`src/rtl/core/bpbo_pkg.sv`:
```
// Package for the bit-packed base-offset decoder.
// Holds the command type, field widths and the low-bit mask helper.
// No dependencies.
package bpbo_pkg;

  typedef enum logic {
    CMD_HEADER  = 1'b0,
    CMD_PAYLOAD = 1'b1
  } cmd_t;

  localparam int VALUE_W  = 32;
  localparam int BYTE_W   = 8;
  localparam int WIDTH_W  = 6;
  localparam int POS_W    = 4;
  localparam int WIDE_W   = VALUE_W + BYTE_W;
  localparam int CNT_IN_W = 16;

  localparam logic [BYTE_W-1:0] BYTE_MASK = 8'hff;

  function automatic logic [BYTE_W-1:0] low_mask(input logic [POS_W-1:0] n);
    logic [BYTE_W:0] one_hot;
    one_hot = (BYTE_W+1)'(1) << n;
    return BYTE_W'(one_hot - (BYTE_W+1)'(1));
  endfunction

endpackage

```
`src/rtl/core/bitpacked_base_offset_decoder.sv`:
```
// Top level of the bit-packed base-offset decoder.
// Depends on bpbo_pkg for command codes, widths and the mask helper.
//
// Usage:
//   Input channel (in_valid / in_stall) carries one word per item: a batch
//   header (command = header) or one payload byte (command = payload).
//   Output channel (out_valid / out_stall) carries one decoded value per word.
//   A header gives exactly one result carrying first_value. Each payload byte
//   gives zero to eight results: every completed field plus the batch base.
//   The work register holds an accepted word, and its first result is then
//   registered into the result register.
//   Throughput: one input word per cycle while the receiver does not stall and
//   each byte completes at most one field; a byte that completes several fields
//   holds the input until its last field is done, set by the single-field
//   extractor between the work register and result register. A payload byte
//   that completes no field, or arrives with no batch open, gives no result.
//   Reset clears the bit accumulator, batch count, width and base, and empties
//   both the work and result registers.
//   When the receiver stalls, the result register holds its word and the work
//   register holds its byte; in_stall rises once the work register is full
//   and cannot finish in this cycle.
module bitpacked_base_offset_decoder #(
  parameter int MAX_FIELD_WIDTH = 32,
  parameter int COUNT_BITS      = 16
) (
  input  logic                                  clk,
  input  logic                                  rst,
  input  logic                                  in_valid,
  output logic                                  in_stall,
  input  logic                                  command,
  input  logic [bpbo_pkg::CNT_IN_W-1:0]         value_count,
  input  logic [bpbo_pkg::WIDTH_W-1:0]          field_width,
  input  logic signed [bpbo_pkg::VALUE_W-1:0]   base_offset,
  input  logic signed [bpbo_pkg::VALUE_W-1:0]   first_value,
  input  logic [bpbo_pkg::BYTE_W-1:0]           payload_byte,
  output logic                                  out_valid,
  input  logic                                  out_stall,
  output logic signed [bpbo_pkg::VALUE_W-1:0]   value,
  output logic                                  last_of_run,
  output logic                                  batch_done,
  output logic                                  error
);

  localparam int AW = MAX_FIELD_WIDTH;

  // work register
  logic                               w_vld;
  bpbo_pkg::cmd_t                     w_cmd;
  logic [bpbo_pkg::CNT_IN_W-1:0]      w_count;
  logic [bpbo_pkg::WIDTH_W-1:0]       w_width;
  logic [bpbo_pkg::VALUE_W-1:0]       w_base;
  logic [bpbo_pkg::VALUE_W-1:0]       w_first;
  logic [bpbo_pkg::BYTE_W-1:0]        w_byte;
  logic [bpbo_pkg::POS_W-1:0]         pos;

  // batch state
  logic [AW-1:0]                      acc;
  logic [bpbo_pkg::WIDTH_W-1:0]       held;
  logic [COUNT_BITS-1:0]              values_left;
  logic [bpbo_pkg::WIDTH_W-1:0]       active_width;
  logic [bpbo_pkg::VALUE_W-1:0]       active_base;

  // step logic
  logic                               in_accept;
  logic                               out_free;
  logic                               step_go;
  logic                               finish;
  logic                               emit;
  logic                               bad;
  logic [COUNT_BITS-1:0]              cnt_ext;
  logic [bpbo_pkg::POS_W-1:0]         avail;
  logic [bpbo_pkg::WIDTH_W-1:0]       need;
  logic [bpbo_pkg::POS_W-1:0]         rest;
  logic [bpbo_pkg::BYTE_W-1:0]        rem;
  logic [bpbo_pkg::BYTE_W-1:0]        taken;
  logic [bpbo_pkg::BYTE_W-1:0]        leftover;
  logic [bpbo_pkg::WIDE_W-1:0]        field_wide;
  logic [bpbo_pkg::WIDE_W-1:0]        absorb_wide;
  logic [COUNT_BITS-1:0]              vl_dec;
  logic                               pay_emit;
  logic                               pay_fits;

  logic [AW-1:0]                      acc_next;
  logic [bpbo_pkg::WIDTH_W-1:0]       held_next;
  logic [COUNT_BITS-1:0]              values_left_next;
  logic [bpbo_pkg::POS_W-1:0]         pos_next;
  logic [bpbo_pkg::VALUE_W-1:0]       value_next;
  logic                               last_next;
  logic                               done_next;
  logic                               error_next;

  assign out_free  = !out_valid || !out_stall;
  assign step_go   = w_vld && out_free;
  assign in_stall  = w_vld && !(step_go && finish);
  assign in_accept = in_valid && !in_stall;

  assign cnt_ext  = COUNT_BITS'(w_count);
  assign bad      = (w_width == '0) ||
                    (w_width > bpbo_pkg::WIDTH_W'(MAX_FIELD_WIDTH));
  assign avail    = bpbo_pkg::POS_W'(bpbo_pkg::BYTE_W) - pos;
  assign need     = active_width - held;
  assign rem      = w_byte & (bpbo_pkg::BYTE_MASK >> pos);
  assign pay_fits = need <= bpbo_pkg::WIDTH_W'(avail);
  assign pay_emit = (values_left != '0) && pay_fits;
  assign rest     = avail - need[bpbo_pkg::POS_W-1:0];
  assign taken    = rem >> rest;
  assign leftover = rem & bpbo_pkg::low_mask(rest);
  assign vl_dec   = values_left - COUNT_BITS'(1);

  assign field_wide  = (bpbo_pkg::WIDE_W'(acc) << need) | bpbo_pkg::WIDE_W'(taken);
  assign absorb_wide = (bpbo_pkg::WIDE_W'(acc) << avail) | bpbo_pkg::WIDE_W'(rem);

  always_comb begin
    acc_next         = acc;
    held_next        = held;
    values_left_next = values_left;
    pos_next         = pos;
    finish           = 1'b1;
    emit             = 1'b0;
    value_next       = '0;
    last_next        = 1'b0;
    done_next        = 1'b0;
    error_next       = 1'b0;
    case (w_cmd)
      bpbo_pkg::CMD_HEADER: begin
        acc_next         = '0;
        held_next        = '0;
        values_left_next = bad ? '0 : cnt_ext;
        emit             = 1'b1;
        value_next       = w_first;
        last_next        = 1'b1;
        done_next        = bad || (cnt_ext == '0);
        error_next       = bad;
      end
      bpbo_pkg::CMD_PAYLOAD: begin
        if (values_left == '0) begin
          finish = 1'b1;
        end else if (pay_emit) begin
          emit             = 1'b1;
          values_left_next = vl_dec;
          value_next       = bpbo_pkg::VALUE_W'(field_wide[AW-1:0]) + active_base;
          done_next        = (vl_dec == '0);
          finish           = (vl_dec == '0) ||
                             (bpbo_pkg::WIDTH_W'(rest) < active_width);
          last_next        = finish;
          pos_next         = pos + need[bpbo_pkg::POS_W-1:0];
          if (vl_dec == '0) begin
            acc_next  = '0;
            held_next = '0;
          end else if (finish) begin
            acc_next  = AW'(leftover);
            held_next = bpbo_pkg::WIDTH_W'(rest);
          end else begin
            acc_next  = '0;
            held_next = '0;
          end
        end else begin
          acc_next  = absorb_wide[AW-1:0];
          held_next = held + bpbo_pkg::WIDTH_W'(avail);
        end
      end
      default: begin
        finish = 1'b1;
      end
    endcase
  end

  always_ff @(posedge clk) begin
    if (rst) begin
      w_vld <= 1'b0;
    end else if (in_accept) begin
      w_vld <= 1'b1;
    end else if (step_go && finish) begin
      w_vld <= 1'b0;
    end
  end

  always_ff @(posedge clk) begin
    if (in_accept) begin
      w_cmd   <= bpbo_pkg::cmd_t'(command);
      w_count <= value_count;
      w_width <= field_width;
      w_base  <= base_offset;
      w_first <= first_value;
      w_byte  <= payload_byte;
      pos     <= '0;
    end else if (step_go) begin
      pos     <= pos_next;
    end
  end

  always_ff @(posedge clk) begin
    if (rst) begin
      acc          <= '0;
      held         <= '0;
      values_left  <= '0;
      active_width <= '0;
      active_base  <= '0;
    end else if (step_go) begin
      acc         <= acc_next;
      held        <= held_next;
      values_left <= values_left_next;
      if (w_cmd == bpbo_pkg::CMD_HEADER) begin
        active_width <= w_width;
        active_base  <= w_base;
      end
    end
  end

  always_ff @(posedge clk) begin
    if (rst) begin
      out_valid <= 1'b0;
    end else if (step_go && emit) begin
      out_valid <= 1'b1;
    end else if (!out_stall) begin
      out_valid <= 1'b0;
    end
  end

  always_ff @(posedge clk) begin
    if (step_go && emit) begin
      value       <= value_next;
      last_of_run <= last_next;
      batch_done  <= done_next;
      error       <= error_next;
    end
  end

`ifndef SYNTH
  a_error_ends_batch: assert property (@(posedge clk) disable iff (rst)
    out_valid && error |-> batch_done && last_of_run)
    else $error("error result without batch_done");

  a_header_result: assert property (@(posedge clk) disable iff (rst)
    step_go && w_cmd == bpbo_pkg::CMD_HEADER |=> out_valid && last_of_run)
    else $error("header gave no result");

  a_partial_short: assert property (@(posedge clk) disable iff (rst)
    values_left != '0 |-> held < active_width)
    else $error("held bits reached field width");

  a_pos_range: assert property (@(posedge clk) disable iff (rst)
    w_vld |-> pos <= bpbo_pkg::POS_W'(bpbo_pkg::BYTE_W))
    else $error("bit position past byte");
`endif

endmodule
```
`config.mk`:
```
export PLATFORM = sky130hd
export DESIGN_NAME = bitpacked_base_offset_decoder
export DESIGN_NICKNAME = d
export VERILOG_FILES = /design/src/rtl/core/bpbo_pkg.sv /design/src/rtl/core/bitpacked_base_offset_decoder.sv
export SDC_FILE = /design/constraint.sdc
export NUM_CORES = 1
export LEC_CHECK = 0
export ABC_AREA = 0
export BUFFER_PORTS_ARGS = -buffer_cell sky130_fd_sc_hd__buf_2
export CORE_MARGIN = 2
export CORE_UTILIZATION = 60
export CTS_BUF_LIST = sky130_fd_sc_hd__clkbuf_8 sky130_fd_sc_hd__clkbuf_16
export DETAILED_ROUTE_END_ITERATION = 12
export PLACE_DENSITY = 0.81
export SLEW_MARGIN = 5
export SYNTH_ARGS = -nofsm -noshare
export SYNTH_HDL_FRONTEND = slang
export SYNTH_SLANG_ARGS = --single-unit
export TNS_END_PERCENT = 20
```
`constraint.sdc`:
```
create_clock -name clk -period 9.4 [get_ports clk]
set_input_delay 0.94 -clock clk [delete_from_list [all_inputs] [get_ports clk]]
set_output_delay 0.94 -clock clk [all_outputs]
set_load 0.01 [all_outputs]
```
======== After elaboration in Yosys (flattened, before gate mapping) ========
Index checks and enable logic that the tools add are counted.
storage, ports and cells
  register bits ........................... 228
operators by class
  add/sub/neg operators ................... 8
  magnitude comparators ................... 3
  eq/ne operators ......................... 3
  shifts and indexed selects .............. 5
  mux-type cells .......................... 33
  bitwise operators ....................... 6
  reduce and logical (&&, ||, !) cells .... 24
operators with widths
  operator               number
  $mux 32                4
  $pmux 32 s2            2
  $or 32x8->32           2
  $logic_not 16->1       3
  $mux 16                3
  $add 32x32->32         1
  $pmux 16 s2            1
  $shl 32x4->32          1
  $shl 32x6->32          1
  $and 8x8->8            2
  $mux 8                 2
  $reduce_bool 16->1     1
  $sub 16x1->16 const B  1
  $mux 1                 13
  $mux 6                 2
  $pmux 6 s2             1
  $mux 4                 2
  $shl 1x4->8 const A    1
  $shr 8x4->8            1
  $shr 8x4->8 const A    1
  $sub 8x1->8 const B    1
  $add 6x4->6            1
  $gt 6x6->1 const B     1
  $le 6x4->1             1
  other kinds (17)       33

======== Depth between registers and ports, before layout ========
Gate-level depths: netlist (run 1).
  depth after elaboration ................. 13
  gate-level depth with buffers ........... 28

======== Least setup slack after synthesis (run 1) ========
OpenSTA, ideal clock, no wires.
  kind .................................... register to register
  start point ............................. register pos[0] (netlist name)
  end point ............................... register value[28] (netlist name) (data pin)
  arrival time ............................ 6.288 ns
  data required time ...................... 9.143 ns
  slack ................................... 2.855 ns
  cell stages (with the launch flop) ...... 28
  period minus slack after synthesis ...... 6.545 ns
  cells stage by stage .................... dfxtp_1 > buf_2 > buf_2 > clkbuf_1 > clkinv_1 > ha_1 > clkbuf_1 > clkbuf_1 > inv_1 > fa_1 > clkbuf_1 > inv_2 > a211oi_1 > a211oi_1 > a21o_1 > nand2_1 > o21ai_0 > ha_1 > fa_1 > nand3_1 > a21o_1 > a21boi_1 > o2111a_1 > o21ba_2 > o21ai_1 > a311oi_1 > or3_1 > a32o_1
between the ends
  longest elaborated chain between the ends .. 8
  elaborated cells on any way between the ends .. 12
RTL lines
  element                                            line                                                                        text
  start, declared                                    bitpacked_base_offset_decoder.sv:54                                         logic [bpbo_pkg::POS_W-1:0] pos;
  start signal, assigned                             bitpacked_base_offset_decoder.sv:188                                        pos <= pos_next;
  $sub 4x4->4 / $shr 8x4->8 (equally long branches)  bitpacked_base_offset_decoder.sv:100, bitpacked_base_offset_decoder.sv:102
  $sub 4x4->4 / $and 8x8->8 (equally long branches)  bitpacked_base_offset_decoder.sv:105, bitpacked_base_offset_decoder.sv:102
  $shr 8x4->8                                        bitpacked_base_offset_decoder.sv:106                                        assign taken = rem >> rest;
  $or 32x8->32                                       bitpacked_base_offset_decoder.sv:110                                        assign field_wide = (bpbo_pkg::WIDE_W'(acc) << need) | bpbo_pkg::WIDE_W'(taken);
  $add 32x32->32                                     bitpacked_base_offset_decoder.sv:141                                        value_next = bpbo_pkg::VALUE_W'(field_wide[AW-1:0]) + active_base;
  $mux 32 *                                          bitpacked_base_offset_decoder.sv:138                                        end else if (pay_emit) begin
  $mux 32 *                                          bitpacked_base_offset_decoder.sv:136                                        if (values_left == '0) begin
  $pmux 32 s2 *                                      bitpacked_base_offset_decoder.sv:124                                        case (w_cmd)
  via value_next, one bit                            bitpacked_base_offset_decoder.sv:87                                         logic [bpbo_pkg::VALUE_W-1:0] value_next;
  end signal, assigned                               bitpacked_base_offset_decoder.sv:222                                        value <= value_next;
  end, declared                                      bitpacked_base_offset_decoder.sv:38                                         output logic signed [bpbo_pkg::VALUE_W-1:0] value,
Mark *: on every way through the listed nets, which the timed path passes. The rest lies on a longest branch.
A chain may end at the register's enable or synchronous reset.

======== Worst setup path in the final report (run 1) ========
Same ends and word-level chain as after synthesis.

==> results of run 1 <==
synth_stat cells, drive strengths merged (22+ instances only):
library cell,instances,area share [%]
mux4,37,5.9
inv,48,1.3
buf,26,0.87
nor3,37,1.4
nand3,32,1.2
a211oi,37,2.0
o21ai,66,2.3
mux2i,55,3.9
edfxtp,130,28
dfxtp,98,14
a21oi,122,4.3
a21o,22,1.2
nand2,222,5.9
ha,62,5.5
clkbuf,68,1.8
nor2,150,4.0
xnor2,26,1.6
registers in the layout (all words and copies together), names as in the netlist, 8 cells and up:
signal,count
values_left,16
w_byte,8
w_base,32
acc,32
w_first,32
value,32
cnt_ext,16
active_base,32
logic make-up (layout without fill, tap and decap cells):
logic type      after synthesis  count (layout)  synth area share, %
compound gates              393             393                18.55
xor+xnor                     46              46                2.864
fa+ha+maj                    67              67                6.226
buf+inv                     144             255                4.020
flops                       228             228                41.70
mux                         100             100                10.48
simple gates                518             518                16.16
worst max-delay path by stage:
stage	start	to	slack, ns	depth (start not counted)
CTS	pos[0]$_SDFFE_PP0P_	value[28]$_DFFE_PP_	2.62	20
floorplan	pos[0]$_SDFFE_PP0P_	value[28]$_DFFE_PP_	2.86	27
detailed placement	pos[0]$_SDFFE_PP0P_	value[28]$_DFFE_PP_	2.66	20
finish	pos[0]$_SDFFE_PP0P_	value[28]$_DFFE_PP_	2.48	20
global route	pos[0]$_SDFFE_PP0P_	value[18]$_DFFE_PP_	1.96	19
global placement	pos[0]$_SDFFE_PP0P_	value[28]$_DFFE_PP_	2.91	20
area by class of cell:
cell class	count	area (sq um)
Tap cell	319	399.1
Multi-Input combinational cell	1124	7670
Sequential cell	228	5867
Clock inverter	21	137.6
Inverter	50	187.7
Timing Repair Buffer	159	855.8
Clock buffer	25	625.6
Fill cell	1858	7520
placed cells by master (no fill, tap or decap), types with 22 or more instances in the layout:
| cell | count |
|---|---|
| nand2_1 | 222 |
| nor2_1 | 148 |
| buf_2 | 135 |
| edfxtp_1 | 130 |
| a21oi_1 | 121 |
| dfxtp_1 | 97 |
| o21ai_0 | 65 |
| ha_1 | 62 |
| mux2i_1 | 55 |
| inv_1 | 48 |
| a211oi_1 | 37 |
| mux4_2 | 37 |
| nor3_1 | 35 |
| nand3_1 | 31 |
| clkbuf_16 | 25 |
| xnor2_1 | 24 |
| buf_4 | 24 |
| a21o_1 | 22 |
layer usage:
layer,vias to the layer above,routed length [um],global-route usage [%]
li1,5714,-,-
met1,5768,16020,41.75
met2,563,17660,49.31
met3,98,3149,4.543
met4,0,1289,11.86
met5,-,0,0
stage by stage:
stage / worst slack, ns / hold WS [ns] / util [%] / cells
after CTS: 2.620 / 0.4642 / 67.67 / 1926
final: 2.476 / 0.4636 / 67.67 / 1926
after detailed placement: 2.663 / 0.4538 / 64.39 / 1880
after floorplan: 2.855 / 0.4406 / - / 1496
after global placement: 2.909 / 0.4517 / 64.39 / 1880
after global routing: 1.965 / 0.4960 / 67.67 / 1926
critical path, cell delays in order, from the launching register on:
cell and delay [ns]:
dfxtp_2 0.32, clkinv_1 0.26, ha_1 0.32, ha_1 1.06, clkinv_1 0.17, buf_4 0.26
ha_1 0.37, xor2_1 0.51, inv_2 0.21, nor2_1 0.45, nand3_1 0.22, o2bb2ai_1 0.28
ha_1 0.30, a21o_1 0.22, a21o_1 0.21, o2111a_1 0.30, o21ba_2 0.24, o21ai_1 0.22
a311oi_1 0.13, or3_1 0.34, a32o_1 0.26
==> impl_metrics.ini, run 1 <==
[route]
wl_per_cell_um = 19.79
drt_drc_violations_left = 0
dr.pass1.iters = 5
vias_per_cell = 6.305
detail_route.wirelength_mm = 38.11
ant_nets = 0
drt_first_iter_violations = 900
vias = 12140

[place]
gpl.final_weighted_congestion = 0.9484
buffer_ports.inserted = 135
detailed_place.area_sq_um = 14980
place.detailed.hpwl_mm = 26.85

[grt]
first_global_vias = 11590
global_route.overflow_total = 0
grt_pass1_wl_mm = 59.95
grt_max_degree = 96
overall_global_routing_usage_pct = 30.54
antenna_found_initial = 0

[timing]
report.final.setup_viol = 0
timing_max_transition_violations_final = 0
timing.fmax_mhz = 144.4
worst_slew_margin_rel_pct = 22.14
fin_tns_setup_ns = 0
hold_violations = 0
timing.final.crit_share_pct = 73.66
grt_setup_unrepaired = no
clock_skew_ns = 0.01220
period_minus_slack_ns = 6.924
timing_worst_slew_pin_value_ns = 1.168

[die]
die_area_sq_um = 24690
core_area_sq_um = 23260
die_w_um = 157.1
initial_core_util_pct = 60.47
row_count = 56
number_of_ports_placed_on_the_die_boundary = 136
die_h_um = 157.1

[logic_synthesis]
synth_ff_type = edfxtp_1
mappedNetlistNets = 1662
sequential_area_share_after_synthesis_pct = 41.70
synthesis.yosys.warnings = 0
synth-edff-count = 130
post_synth_inst_count = 1496
synth_area_per_cell_sq_um = 9.403
synth.lib_cells_used.distinct = 75
synth_area_sq_um = 14070
synth-seq-cells = 228
ys_async_sr_fraction_pct = 0

[worst_setup_path]
ff2ff_path_depth = 20
setup.worst_path.start_class = flop
worstSetupEndpointType = flop
required_ns = 9.69
worstSetupPathType = flop to flop
worst_r2r_endpoint = value[28]$_DFFE_PP_
crit-reg2reg-launch = pos[0]$_SDFFE_PP0P_
crit_arrival_ns = 7.22
r2r_slack_ns = 2.48
timing.critical_path.fanout_max = 31

[clock_network]
maximum_buffer_depth_of_the_clock_tree = 3
tritoncts_num_sinks = 228
htree_levels = 1
postCtsSetupBuffers = 0
path_clk_slew_ns = 0.06
clk_root_buffer_cell = clkbuf_16
clk_latency_ns = 0.55
cts_inserted_buffers = 25
cts_hold_buf = 0
tritoncts = done
post_cts_resized = 0

[cells_and_area]
fraction_of_final_layout_cells_with_drive_strength_greater_than_1_pct = 16.74
diodes = 0
fin_nets = 1754
final_design_area_no_fill_sq_um = 15740
flow.area_growth_from_synthesis_pct = 11.91

[run_status]
status = finished, final reports clean

[flow_run]
max_cap_violations = 0

[hold_path]
worst_hold_path.num_cells = 2
holdPathEnd = active_base[14]$_SDFFE_PP0P_
hold_path_class = flop to flop
min-delay-start = active_base[14]$_SDFFE_PP0P_
Power of run 1 is left out: the tool's default activity adds up to more than one toggle a clock period on the data nets, which glitch-free logic cannot reach.
==> run 2: changes to the inputs <==
==> constraint.sdc (replaced) <==
create_clock -name clk -period 6.9 [get_ports clk]
set_input_delay 0.69 -clock clk [delete_from_list [all_inputs] [get_ports clk]]
set_output_delay 0.69 -clock clk [all_outputs]
set_load 0.01 [all_outputs]
==> run 2 against run 1 <==
Die area unchanged. Setup slack worse by 1.4 ns. Wire length down 1.5%. Utilization rose by 0.059 points. Sequential share of layout area about the same. Clock skew up 0.0031 ns. Highest routed layer unchanged. Critical endpoint is now value[31]$_DFFE_PP_. Critical path depth grew 1. Via count about the same. Fmax is 19% higher. Cell count about the same. Sequential cell count unchanged. Final area hardly changed.
==> impl_metrics.ini, run 2 (synthesis gave the netlist of run 1 again) <==
[clock_network]
tritoncts_num_sinks = 228
postCtsSetupBuffers = 0
post_cts_resized = 0
clk_root_buffer_cell = clkbuf_16
cts_hold_buf = 0
htree_levels = 1
cts_inserted_buffers = 24
maximum_buffer_depth_of_the_clock_tree = 3
tritoncts = done
path_clk_slew_ns = 0.06
clk_latency_ns = 0.53

[cells_and_area]
flow.area_growth_from_synthesis_pct = 12.01
diodes = 0
fraction_of_final_layout_cells_with_drive_strength_greater_than_1_pct = 16.94
final_design_area_no_fill_sq_um = 15760
final_cell_mix = nand2_1, nor2_1, buf_2, edfxtp_1, a21oi_1
multiInputGateArea_sq_um = 7670
final_util_pct = 67.73
n_fill_cell = 1831
fin_nets = 1754
most_common_cell_after_layout_fill_and_taps_aside = nand2_1
layout.area.seq_sq_um = 5867

[place]
dp_slack_ns = 1.221
gpl.final_weighted_congestion = 0.9740
place.detailed.hpwl_mm = 26.74
detailed_place.area_sq_um = 14990
buffer_ports.inserted = 135

[worst_setup_path]
worstSetupPathType = flop to flop
setup.worst_path.start_class = flop
timing.critical_path.fanout_max = 36
worstSetupEndpointType = flop
required_ns = 7.19
crit_arrival_ns = 6.09

[grt]
first_global_vias = 11340
grt_max_degree = 66
antenna_found_initial = 0
grt_pass1_wl_mm = 58.96
overall_global_routing_usage_pct = 29.88
global_route.overflow_total = 0

[timing]
timing_worst_slew_pin_value_ns = 1.120
period_minus_slack_ns = 5.796
report.final.setup_viol = 0
timing.final.crit_share_pct = 84.00
hold_violations = 0
timing.fmax_mhz = 172.5
clock_skew_ns = 0.01529
timing_max_transition_violations_final = 0
grt_setup_unrepaired = no
fin_tns_setup_ns = 0
layout_setup_ws_ns = 1.104
worst_slew_margin_rel_pct = 24.29

[route]
vias_per_cell = 6.303
ant_nets = 0
drt_first_iter_violations = 1162
wl_per_cell_um = 19.51
detail_route.wirelength_mm = 37.55
vias = 12130
dr.pass1.iters = 5
drt_drc_violations_left = 0

[die]
die_area_sq_um = 24690
initial_core_util_pct = 60.47
row_count = 56
core_area_sq_um = 23260
die_h_um = 157.1
die_w_um = 157.1
number_of_ports_placed_on_the_die_boundary = 136

[hold_path]
hold_path_class = input pin to flop

[flow_run]
max_cap_violations = 0

[run_status]
status = finished, final reports clean
run 2: cell types whose count changed in the layout (fill, tap and decap cells not counted):
cell and change:
clkbuf_8 +3, buf_4 +1, clkinv_4 +2, inv_16 -1, clkinvlp_4 -1, clkinv_8 +1
clkinv_1 -4, clkinv_2 -2, clkbuf_16 -1, inv_6 +1
run 2: worst max-delay path: stages, from the launching register on:
cell      delay, ns
dfxtp_1        0.33
inv_1          0.06
ha_1           0.16
inv_1          0.06
fa_2           0.62
buf_4          0.43
mux2_2         0.42
a22oi_1        0.39
mux2i_1        0.24
nor2_1         0.14
a21oi_1        0.07
and2_1         0.18
ha_1           0.35
a211oi_1       0.31
o21ai_0        0.16
a221oi_1       0.34
o21ai_0        0.15
a41o_1         0.25
a31oi_1        0.33
o221ai_1       0.20
xnor2_1        0.16
a22o_1         0.20
run 2: per-stage QoR:
| step | hold WS [ns] | std cells |
|---|---|---|
| CTS | 0.3170 | 1925 |
| global route | 0.3184 | 1925 |
| global placement | 0.4503 | 1881 |
| detailed placement | 0.4557 | 1881 |
| finish | 0.3268 | 1925 |
| floorplan | 0.4406 | 1496 |
run 2: routing by layer:
| layer | wire length (um) | vias up | track usage [%] | part of all wire (%) |
|---|---|---|---|---|
| met5 | 0 | - | 0 | 0 |
| met4 | 912 | 0 | 8.139 | 2.4 |
| met3 | 3276 | 59 | 4.213 | 8.7 |
| met2 | 17120 | 607 | 48.22 | 46 |
| met1 | 16240 | 5767 | 42.48 | 43 |
| li1 | - | 5700 | - | - |
run 2: worst paths after layout:
kind                                     start                           to  slack (ns)  cells past startpoint
setup / recovery  active_width[0]$_SDFFE_PP0P_          value[31]$_DFFE_PP_        1.10                     21
hold / removal                 value_count[10]        cnt_ext[10]$_DFFE_PP_        0.33                      1
setup reg to reg  active_width[0]$_SDFFE_PP0P_          value[31]$_DFFE_PP_        1.10                     21
hold reg to reg    active_base[9]$_SDFFE_PP0P_  active_base[9]$_SDFFE_PP0P_        0.47                      2
run 2: cell type report:
class,instances,share of cell area (%)
Timing Repair Buffer,160,5.479
Tap cell,319,2.533
Sequential cell,228,37.23
Clock inverter,17,0.8100
Inverter,50,1.191
Multi-Input combinational cell,1124,48.68
Clock buffer,27,4.074
Power of run 2 is left out for the same reason.
